$ cat config.mk
export PLATFORM = sky130hd
export DESIGN_NAME = gnss_binary_frame_decoder_flat
export DESIGN_NICKNAME = d
export VERILOG_FILES = /design/src/sv/gbfd_pkg.sv /design/src/sv/gbfd_if.sv /design/src/sv/gnss_binary_frame_decoder.sv /design/src/sv/gbfd_parser.sv /design/src/sv/gbfd_out_buf.sv /design/src/flat_wrapper.sv
export SDC_FILE = /design/constraint.sdc
export NUM_CORES = 1
export LEC_CHECK = 0
export BUFFER_PORTS_ARGS = -buffer_cell sky130_fd_sc_hd__clkbuf_2
export CORE_MARGIN = 3
export CORE_UTILIZATION = 40
export CTS_CLUSTER_SIZE = 24
export DETAILED_ROUTE_END_ITERATION = 8
export HOLD_SLACK_MARGIN = 0.05
export PLACE_DENSITY = 0.54
export SYNTH_ARGS = -nofsm -noshare
export SYNTH_HDL_FRONTEND = slang
export SYNTH_SLANG_ARGS = --single-unit
$ cat constraint.sdc
create_clock -name clk -period 21.1 [get_ports clk]
set_clock_uncertainty 0.15 [all_clocks]
set_input_delay 2.11 -clock clk [delete_from_list [all_inputs] [get_ports clk]]
set_output_delay 2.11 -clock clk [all_outputs]
set_load 0.01 [all_outputs]
$ cat src/sv/gbfd_pkg.sv
// Shared types and constants of the GNSS binary frame decoder.
package gbfd_pkg;

  // Frame parse phases
  typedef enum logic [3:0] {
    PH_SYNC1,
    PH_SYNC2,
    PH_CLASS,
    PH_ID,
    PH_LENLO,
    PH_LENHI,
    PH_PAYLOAD,
    PH_CKA,
    PH_CKB
  } phase_t;

  // Message kinds
  localparam logic [1:0] KIND_NONE = 2'd0;
  localparam logic [1:0] KIND_ESF  = 2'd1;
  localparam logic [1:0] KIND_POS  = 2'd2;
  localparam logic [1:0] KIND_VEL  = 2'd3;

  // Result kinds
  localparam logic [1:0] RES_SENSOR    = 2'd0;
  localparam logic [1:0] RES_NAV       = 2'd1;
  localparam logic [1:0] RES_FRAME_END = 2'd2;

  // Protocol bytes
  localparam logic [7:0] SYNC_CHAR1 = 8'hB5;
  localparam logic [7:0] SYNC_CHAR2 = 8'h62;
  localparam logic [7:0] CLASS_ESF  = 8'h10;
  localparam logic [7:0] ID_ESF_RAW = 8'h03;
  localparam logic [7:0] CLASS_NAV  = 8'h01;
  localparam logic [7:0] ID_POSECEF = 8'h01;
  localparam logic [7:0] ID_VELECEF = 8'h11;

  // Payload layout
  localparam logic [13:0] NAV_FIELDS   = 14'd5;
  localparam logic [2:0]  ESF_RESERVED = 3'd4;

  // Sensor data types that count as recognized
  localparam logic [7:0] TYPE_GYRO_Z  = 8'd5;
  localparam logic [7:0] TYPE_TEMP    = 8'd12;
  localparam logic [7:0] TYPE_GYRO_Y  = 8'd13;
  localparam logic [7:0] TYPE_GYRO_X  = 8'd14;
  localparam logic [7:0] TYPE_ACCEL_X = 8'd16;
  localparam logic [7:0] TYPE_ACCEL_Y = 8'd17;
  localparam logic [7:0] TYPE_ACCEL_Z = 8'd18;

  // One result beat
  typedef struct packed {
    logic [1:0]  result_kind;
    logic [1:0]  message_kind;
    logic [7:0]  item_code;
    logic [31:0] field_value;
    logic [31:0] time_tag;
    logic        type_recognized;
    logic        checksum_ok;
  } result_t;

endpackage

$ cat src/sv/gbfd_if.sv
// Stream interfaces: raw byte channel and decoded result channel.
interface gbfd_byte_if;
  logic       valid;
  logic       ready;
  logic [7:0] data_byte;

  modport source (output valid, output data_byte, input ready);
  modport sink (input valid, input data_byte, output ready);
endinterface

interface gbfd_result_if;
  logic        valid;
  logic        ready;
  logic [1:0]  result_kind;
  logic [1:0]  message_kind;
  logic [7:0]  item_code;
  logic [31:0] field_value;
  logic [31:0] time_tag;
  logic        type_recognized;
  logic        checksum_ok;

  modport source (
    output valid, output result_kind, output message_kind, output item_code,
    output field_value, output time_tag, output type_recognized,
    output checksum_ok, input ready
  );
  modport sink (
    input valid, input result_kind, input message_kind, input item_code,
    input field_value, input time_tag, input type_recognized,
    input checksum_ok, output ready
  );
endinterface

$ cat src/sv/gnss_binary_frame_decoder.sv
// GNSS binary frame decoder: one stream byte per cycle in, at most one result per byte out.
// Takes one byte per clock cycle with no gaps needed between frames; each accepted byte updates
// the parser state; any result it causes is registered into the output register, or into the
// skid slot while the register is full. The two-entry buffer lets the byte side keep taking beats
// while a result waits; the byte side stalls only when both entries are full. Sensor raw frames
// give one result per 8-byte measurement, position and velocity ECEF frames one per 4-byte
// field (first five), and every frame ends with a result carrying the message kind and the
// checksum verdict. Values are raw receiver words, sensor values sign-extended from 24 bits.
module gnss_binary_frame_decoder (
  input logic         clk,
  input logic         rst,
  gbfd_byte_if.sink   stream,
  gbfd_result_if.source result
);
  import gbfd_pkg::*;

  logic    accept;
  logic    res_valid;
  result_t res;
  logic    can_push;
  result_t dout;

  assign stream.ready = can_push;
  assign accept       = stream.valid && can_push;

  gbfd_parser u_parser (
    .clk       (clk),
    .rst       (rst),
    .accept    (accept),
    .data_byte (stream.data_byte),
    .res_valid (res_valid),
    .res       (res)
  );

  gbfd_out_buf u_out_buf (
    .clk       (clk),
    .rst       (rst),
    .push      (accept && res_valid),
    .din       (res),
    .can_push  (can_push),
    .out_valid (result.valid),
    .out_ready (result.ready),
    .dout      (dout)
  );

  // Result beat fields
  assign result.result_kind     = dout.result_kind;
  assign result.message_kind    = dout.message_kind;
  assign result.item_code       = dout.item_code;
  assign result.field_value     = dout.field_value;
  assign result.time_tag        = dout.time_tag;
  assign result.type_recognized = dout.type_recognized;
  assign result.checksum_ok     = dout.checksum_ok;

endmodule

$ cat src/sv/gbfd_parser.sv
// Frame parser: sync search, header decode, checksum and field extraction.
module gbfd_parser (
  input  logic                   clk,
  input  logic                   rst,
  input  logic                   accept,
  input  logic [7:0]             data_byte,
  output logic                   res_valid,
  output gbfd_pkg::result_t      res
);
  import gbfd_pkg::*;

  phase_t       phase, phase_next;
  logic [1:0]   frame_kind, frame_kind_next;
  logic [7:0]   class_byte, class_byte_next;
  logic [15:0]  payload_length, payload_length_next;
  logic [15:0]  byte_count, byte_count_next;
  logic [7:0]   sum_a, sum_a_next;
  logic [7:0]   sum_b, sum_b_next;
  logic [7:0]   received_sum_a, received_sum_a_next;
  logic [31:0]  field_shift, field_shift_next;
  logic [23:0]  held_value, held_value_next;
  logic [7:0]   held_type, held_type_next;

  logic [7:0]   add_a;
  logic [7:0]   add_b;
  logic [15:0]  count_inc;
  logic [15:0]  length_full;
  logic [31:0]  shift_in;
  logic [2:0]   esf_pos;
  logic         esf_body;
  logic         type_known;

  // Running Fletcher sums and shared payload terms
  assign add_a       = sum_a + data_byte;
  assign add_b       = sum_b + add_a;
  assign count_inc   = byte_count + 16'd1;
  assign length_full = {data_byte, payload_length[7:0]};
  assign shift_in    = {data_byte, field_shift[31:8]};
  assign esf_pos     = byte_count[2:0] - ESF_RESERVED;
  assign esf_body    = |byte_count[15:2];

  always_comb begin
    type_known = (held_type == TYPE_GYRO_Z) || (held_type == TYPE_TEMP) ||
                 (held_type == TYPE_GYRO_Y) || (held_type == TYPE_GYRO_X) ||
                 (held_type == TYPE_ACCEL_X) || (held_type == TYPE_ACCEL_Y) ||
                 (held_type == TYPE_ACCEL_Z);
  end

  // Next phase
  always_comb begin
    phase_next = phase;
    case (phase)
      PH_SYNC1: if (data_byte == SYNC_CHAR1) phase_next = PH_SYNC2;
      PH_SYNC2: begin
        if (data_byte == SYNC_CHAR2) phase_next = PH_CLASS;
        else if (data_byte != SYNC_CHAR1) phase_next = PH_SYNC1;
      end
      PH_CLASS: phase_next = PH_ID;
      PH_ID:    phase_next = PH_LENLO;
      PH_LENLO: phase_next = PH_LENHI;
      PH_LENHI: phase_next = (length_full == 16'd0) ? PH_CKA : PH_PAYLOAD;
      PH_PAYLOAD: if (count_inc >= payload_length) phase_next = PH_CKA;
      PH_CKA:   phase_next = PH_CKB;
      PH_CKB:   phase_next = PH_SYNC1;
      default:  phase_next = PH_SYNC1;
    endcase
  end

  // Datapath updates and result
  always_comb begin
    frame_kind_next     = frame_kind;
    class_byte_next     = class_byte;
    payload_length_next = payload_length;
    byte_count_next     = byte_count;
    sum_a_next          = sum_a;
    sum_b_next          = sum_b;
    received_sum_a_next = received_sum_a;
    field_shift_next    = field_shift;
    held_value_next     = held_value;
    held_type_next      = held_type;
    res_valid           = 1'b0;
    res                 = '0;
    case (phase)
      PH_SYNC2: begin
        if (data_byte == SYNC_CHAR2) begin
          sum_a_next = 8'd0;
          sum_b_next = 8'd0;
        end
      end
      PH_CLASS: begin
        sum_a_next      = add_a;
        sum_b_next      = add_b;
        class_byte_next = data_byte;
      end
      PH_ID: begin
        sum_a_next = add_a;
        sum_b_next = add_b;
        if (class_byte == CLASS_ESF && data_byte == ID_ESF_RAW)
          frame_kind_next = KIND_ESF;
        else if (class_byte == CLASS_NAV && data_byte == ID_POSECEF)
          frame_kind_next = KIND_POS;
        else if (class_byte == CLASS_NAV && data_byte == ID_VELECEF)
          frame_kind_next = KIND_VEL;
        else
          frame_kind_next = KIND_NONE;
      end
      PH_LENLO: begin
        sum_a_next          = add_a;
        sum_b_next          = add_b;
        payload_length_next = {8'd0, data_byte};
      end
      PH_LENHI: begin
        sum_a_next          = add_a;
        sum_b_next          = add_b;
        payload_length_next = length_full;
        byte_count_next     = 16'd0;
        field_shift_next    = 32'd0;
      end
      PH_PAYLOAD: begin
        sum_a_next       = add_a;
        sum_b_next       = add_b;
        field_shift_next = shift_in;
        byte_count_next  = count_inc;
        if (frame_kind == KIND_ESF) begin
          if (esf_body) begin
            case (esf_pos)
              3'd0: held_value_next[7:0]   = data_byte;
              3'd1: held_value_next[15:8]  = data_byte;
              3'd2: held_value_next[23:16] = data_byte;
              3'd3: held_type_next         = data_byte;
              3'd7: begin
                res_valid           = 1'b1;
                res.result_kind     = RES_SENSOR;
                res.message_kind    = KIND_ESF;
                res.item_code       = held_type;
                res.field_value     = {{8{held_value[23]}}, held_value};
                res.time_tag        = shift_in;
                res.type_recognized = type_known;
              end
              default: ;
            endcase
          end
        end else if (frame_kind == KIND_POS || frame_kind == KIND_VEL) begin
          // one field per 4 bytes, first five fields only
          if (byte_count[1:0] == 2'd3 && byte_count[15:2] < NAV_FIELDS) begin
            res_valid        = 1'b1;
            res.result_kind  = RES_NAV;
            res.message_kind = frame_kind;
            res.item_code    = {5'd0, byte_count[4:2]};
            res.field_value  = shift_in;
          end
        end
      end
      PH_CKA: received_sum_a_next = data_byte;
      PH_CKB: begin
        res_valid        = 1'b1;
        res.result_kind  = RES_FRAME_END;
        res.message_kind = frame_kind;
        res.checksum_ok  = (received_sum_a == sum_a) && (data_byte == sum_b);
      end
      default: ;
    endcase
  end

  // State registers, advanced once per accepted byte
  always_ff @(posedge clk) begin
    if (rst) begin
      phase          <= PH_SYNC1;
      frame_kind     <= KIND_NONE;
      class_byte     <= '0;
      payload_length <= '0;
      byte_count     <= '0;
      sum_a          <= '0;
      sum_b          <= '0;
      received_sum_a <= '0;
      field_shift    <= '0;
      held_value     <= '0;
      held_type      <= '0;
    end else if (accept) begin
      phase          <= phase_next;
      frame_kind     <= frame_kind_next;
      class_byte     <= class_byte_next;
      payload_length <= payload_length_next;
      byte_count     <= byte_count_next;
      sum_a          <= sum_a_next;
      sum_b          <= sum_b_next;
      received_sum_a <= received_sum_a_next;
      field_shift    <= field_shift_next;
      held_value     <= held_value_next;
      held_type      <= held_type_next;
    end
  end

endmodule

$ cat src/sv/gbfd_out_buf.sv
// Two-entry output buffer: result register plus skid slot.
module gbfd_out_buf (
  input  logic                   clk,
  input  logic                   rst,
  input  logic                   push,
  input  gbfd_pkg::result_t      din,
  output logic                   can_push,
  output logic                   out_valid,
  input  logic                   out_ready,
  output gbfd_pkg::result_t      dout
);
  import gbfd_pkg::*;

  result_t main, main_next;
  result_t skid, skid_next;
  logic    main_valid, main_valid_next;
  logic    skid_valid, skid_valid_next;
  logic    pop;

  assign pop       = main_valid && out_ready;
  assign can_push  = !skid_valid;
  assign out_valid = main_valid;
  assign dout      = main;

  // Slot movement
  always_comb begin
    main_next       = main;
    skid_next       = skid;
    main_valid_next = main_valid;
    skid_valid_next = skid_valid;
    if (pop) begin
      if (skid_valid) begin
        main_next       = skid;
        skid_valid_next = 1'b0;
      end else begin
        main_next       = din;
        main_valid_next = push;
      end
    end else if (push) begin
      if (!main_valid) begin
        main_next       = din;
        main_valid_next = 1'b1;
      end else begin
        skid_next       = din;
        skid_valid_next = 1'b1;
      end
    end
  end

  always_ff @(posedge clk) begin
    if (rst) begin
      main_valid <= 1'b0;
      skid_valid <= 1'b0;
    end else begin
      main_valid <= main_valid_next;
      skid_valid <= skid_valid_next;
    end
  end

  always_ff @(posedge clk) begin
    main <= main_next;
    skid <= skid_next;
  end

endmodule
$ cat src/flat_wrapper.sv
// flat-port wrapper written by rule: the top's interface ports become plain ports
module gnss_binary_frame_decoder_flat import gbfd_pkg::*;
  (clk, rst, stream_valid, stream_data_byte, stream_ready, result_valid, result_result_kind, result_message_kind, result_item_code, result_field_value, result_time_tag, result_type_recognized, result_checksum_ok, result_ready);
  gbfd_byte_if stream_i ();
  gbfd_result_if result_i ();
  input logic clk;
  input logic rst;
  input wire logic [$bits(stream_i.valid)-1:0] stream_valid;
  input wire logic [$bits(stream_i.data_byte)-1:0] stream_data_byte;
  output wire logic [$bits(stream_i.ready)-1:0] stream_ready;
  output wire logic [$bits(result_i.valid)-1:0] result_valid;
  output wire logic [$bits(result_i.result_kind)-1:0] result_result_kind;
  output wire logic [$bits(result_i.message_kind)-1:0] result_message_kind;
  output wire logic [$bits(result_i.item_code)-1:0] result_item_code;
  output wire logic [$bits(result_i.field_value)-1:0] result_field_value;
  output wire logic [$bits(result_i.time_tag)-1:0] result_time_tag;
  output wire logic [$bits(result_i.type_recognized)-1:0] result_type_recognized;
  output wire logic [$bits(result_i.checksum_ok)-1:0] result_checksum_ok;
  input wire logic [$bits(result_i.ready)-1:0] result_ready;
  assign stream_i.valid = stream_valid;
  assign stream_i.data_byte = stream_data_byte;
  assign stream_ready = stream_i.ready;
  assign result_valid = result_i.valid;
  assign result_result_kind = result_i.result_kind;
  assign result_message_kind = result_i.message_kind;
  assign result_item_code = result_i.item_code;
  assign result_field_value = result_i.field_value;
  assign result_time_tag = result_i.time_tag;
  assign result_type_recognized = result_i.type_recognized;
  assign result_checksum_ok = result_i.checksum_ok;
  assign result_i.ready = result_ready;
  gnss_binary_frame_decoder u_core (.clk(clk), .rst(rst), .stream(stream_i), .result(result_i));
endmodule
==> flow_metrics.py <==
metrics = {
    "run_status": {
        "outcome": "finished clean",
    },
    "worst_setup_path": {
        "critPathBufInv": 2,
        "worst_r2r_path_depth": 8,
        "critPathMaxStageDelay_ns": 0.50,
        "crit_family": "compound AO/OA/AOI/OAI gates",
        "cp.arrival_ns": 5.14,
        "cp_slowest_cell": "fa_1",
        "critPathLaunchType": "primary input",
        "reg2reg_to": "u_core.u_out_buf.dout[37]",
        "crit_required_ns": 21.38,
        "path_cells": "clkbuf_2, inv_1, fa_1, nor2b_1, o21ai_0, nand2b_1, a21o_1, a21oi_1, xnor2_1, ha_1, o41ai_2, xnor2_1, mux2_2, a21oi_1",
        "worstSetupEndpointType": "flop",
        "reg2reg_from": "u_core.u_parser.phase[1]",
        "cp_max_fo": 14,
        "r2r_setup_slack_ns": 16.58,
        "criticalPathCategory": "in2reg",
    },
    "sta": {
        "rsz0062_at_grt": "false",
        "min_period_ns": 4.86,
        "fmax_ghz": 0.206,
        "max-slew-margin-rel_pct": 25.9,
        "setup_viol": 0,
        "fin_setup_tns_ns": 0,
        "period_share_pct": 23.0,
        "drv_slew": 0,
        "hold_violations": 0,
        "layout_setup_ws_ns": 16.24,
        "worstMarginPinSlew_ns": 1.11,
    },
    "logic_synthesis": {
        "synth_ff_type": "edfxtp_1",
        "synth-adder-area-share_pct": 3.74,
        "syn_inst": 1224,
        "yosys_warnings": 0,
        "synth_edf_count": 156,
        "synth.distinct_cells": 64,
        "yosysTopAreaCell": "edfxtp_1",
        "ys_seq_area_share_pct": 55.3,
        "synth_top_area_share_pct": 35.8,
        "synth-compound-area-share_pct": 9.01,
        "synth_commonest_cells": "nand2_1 (167), edfxtp_1 (156), nor2_1 (134)",
        "synthSimpleGateAreaFrac_pct": 17.7,
        "synth.area.top_cells": "edfxtp_1 (36%), dfxtp_1 (20%), nand2_1 (4.8%), nor2_1 (3.8%), mux2i_1 (3.7%)",
        "synth_area_mm2": 0.0131,
        "synth_fp_nets": 1274,
        "synth_top_family_by_area": "simple AND/OR/NAND/NOR gates",
        "synth.mux.area_fraction_pct": 7.54,
        "syn_area_per_cell_um2": 10.7,
        "ys_ff_latch": 284,
        "synth_xor_area_share_pct": 2.88,
        "synth_async_sr_flop_share_pct": 0,
        "synth.most_common_cell": "nand2_1",
    },
    "power": {
        "p_int_uw": 941,
        "power.net_switching_uw": 241,
        "comb_power_share_pct": 1.6,
        "p_clk_share_pct": 49.6,
        "p_leak_nw": 5.62,
        "vdd_drop_max_v": 0.0000497,
        "p_sw_share_pct": 20.4,
        "cellPowerDensity_mw_per_mm2": 78.9,
        "finalPower_mw": 1.18,
        "power.share.sequential_pct": 48.8,
    },
    "layout": {
        "areaGrowthSynthToFinish_pct": 14.4,
        "utilization_pct": 47.0,
        "n_antenna_cell": 0,
        "nets": 1331,
        "nFillCells": 3055,
        "drive_above_1_share_pct": 17.4,
        "multi_input_area_mm2": 0.00541,
        "ff_latch_area_mm2": 0.00725,
    },
    "clocking": {
        "clockBufferDepth": 3,
        "cts-buffers-inserted": 34,
        "clk_latency_ns": 0.52,
        "clkSlewWorstSetupHoldPaths_ns": 0.06,
        "cts.repair.resized": 0,
        "cts_tree": "built",
        "htreeDepth": 2,
        "post-cts-setup-buffers": 0,
        "cts-root-buf": "clkbuf_16",
        "cts_sinks": 284,
        "hold_buffers": 0,
    },
    "placed_design": {
        "place_ws_ns": 15.66,
        "portBuffers": 91,
        "hpwl_um": 19700,
        "gp_congestion": 0.774,
    },
    "global_routing": {
        "grt.overflow.total": 0,
        "grt_pass1_wl_um": 50400,
        "grt_pass1_vias": 8992,
        "grt_max_degree": 73,
        "track_usage_pct": 17.6,
        "antenna_found_initial": 0,
    },
    "run": {
        "maxCapViolCount": 0,
    },
    "die": {
        "die_w_um": 187,
        "num_rows": 65,
        "num_io_pins": 92,
        "die-area_mm2": 0.0350,
        "fp.coreArea_mm2": 0.0319,
        "die_height_um": 187,
        "start_util_pct": 41.1,
    },
    "routing": {
        "initialDrtViolationCount": 667,
        "first_pass_iters": 5,
        "wl_per_cell_um": 18.0,
        "vias": 9111,
        "via_per_inst": 5.23,
        "antenna_left": 0,
        "drt-total-wl_um": 31400,
        "drc_errors": 0,
    },
    "min_path": {
        "hold_depth": 2,
        "holdCritPathClass": "reg2reg",
        "hold_start": "u_core.u_parser.class_byte[7]",
        "min_to": "u_core.u_parser.class_byte[7]",
    },
}
[cell usage in the layout, fill, tap and decap left out, types with 8 or more instances in the layout]
| cell type | instances |
|---|---|
| a21o_1 | 12 |
| buf_4 | 12 |
| nand2b_1 | 8 |
| nor2_1 | 133 |
| a21oi_1 | 66 |
| inv_1 | 32 |
| clkbuf_16 | 35 |
| nand3_1 | 56 |
| and3_4 | 12 |
| clkbuf_1 | 12 |
| and3_1 | 34 |
| edfxtp_1 | 156 |
| mux2i_1 | 48 |
| nor3_1 | 11 |
| xor2_1 | 11 |
| nand2_1 | 167 |
| dfxtp_1 | 128 |
| o21ai_0 | 27 |
| ha_1 | 36 |
| mux2_4 | 12 |
| clkbuf_2 | 90 |
| mux2_2 | 29 |
| xnor2_1 | 32 |
| a22oi_1 | 52 |
[worst max-delay path by stage]
stage | from | end | slack [ns] | cells past startpoint
detailed placement | stream_data_byte[1] | u_core.u_parser.sum_b[7] | 15.66 | 14
global placement | stream_data_byte[1] | u_core.u_parser.sum_b[7] | 15.79 | 14
finish | stream_data_byte[1] | u_core.u_parser.sum_b[7] | 16.24 | 14
floorplan | stream_valid | u_core.u_out_buf.skid[0] | 12.41 | 2
global route | stream_data_byte[0] | u_core.u_parser.sum_b[7] | 16.01 | 17
CTS | stream_data_byte[1] | u_core.u_parser.sum_b[7] | 16.21 | 14
[flip-flops by register name, summed over array words and instances (netlist names), 16 cells and up]
name                            flops
u_core.u_out_buf.dout              78
u_core.u_parser.byte_count         16
u_core.u_out_buf.skid              78
u_core.u_parser.held_value         24
u_core.u_parser.field_shift        24
u_core.u_parser.payload_length     16
[cells by family after synthesis]
logic type | after synthesis
simple gates | 472
flops | 284
compound gates | 185
buf+inv | 113
mux | 89
xor+xnor | 43
fa+ha+maj | 38
[tightest hold or removal path, stage by stage (launching register included)]
cell and delay [ns]:
dfxtp_1 0.31, nand2_1 0.05, a21oi_1 0.05
[cell type report]
type | instances | area share (%)
multi-input combinational | 827 | 36.1
sequential | 284 | 48.4
clock buffer | 48 | 6.24
timing repair buffer | 102 | 3.61
clock inverter | 14 | 1.27
inverter | 32 | 0.802
tap | 435 | 3.63
[power groups by stage]
stage / combinational, mW / sequential (mW) / clock [mW]
3_3_place_gp: 0.0183 / 0.589 / 0
3_5_place_dp: 0.0186 / 0.589 / 0
2_1_floorplan: 0.0114 / 0.589 / 0
6_report: 0.0184 / 0.578 / 0.587
5_1_grt: 0.0202 / 0.577 / 0.625
4_1_cts: 0.0186 / 0.577 / 0.603
[metal layers]
layer	global-route usage (%)	share of wire, %
met5	0	0
met4	4.04	1.7
met1	24.6	48
met2	29.2	47
met3	2.57	3.9
[metrics by stage]
stage | cell area [µm²] | cells | hold WS, ns
floorplan | 13100 | 1224 | 0.286
global placement | 13900 | 1680 | 0.292
detailed placement | 13900 | 1680 | 0.301
CTS | 15000 | 1742 | 0.308
global route | 15000 | 1742 | 0.327
finish | 15000 | 1742 | 0.308
Power figures use the tool's default switching activity.
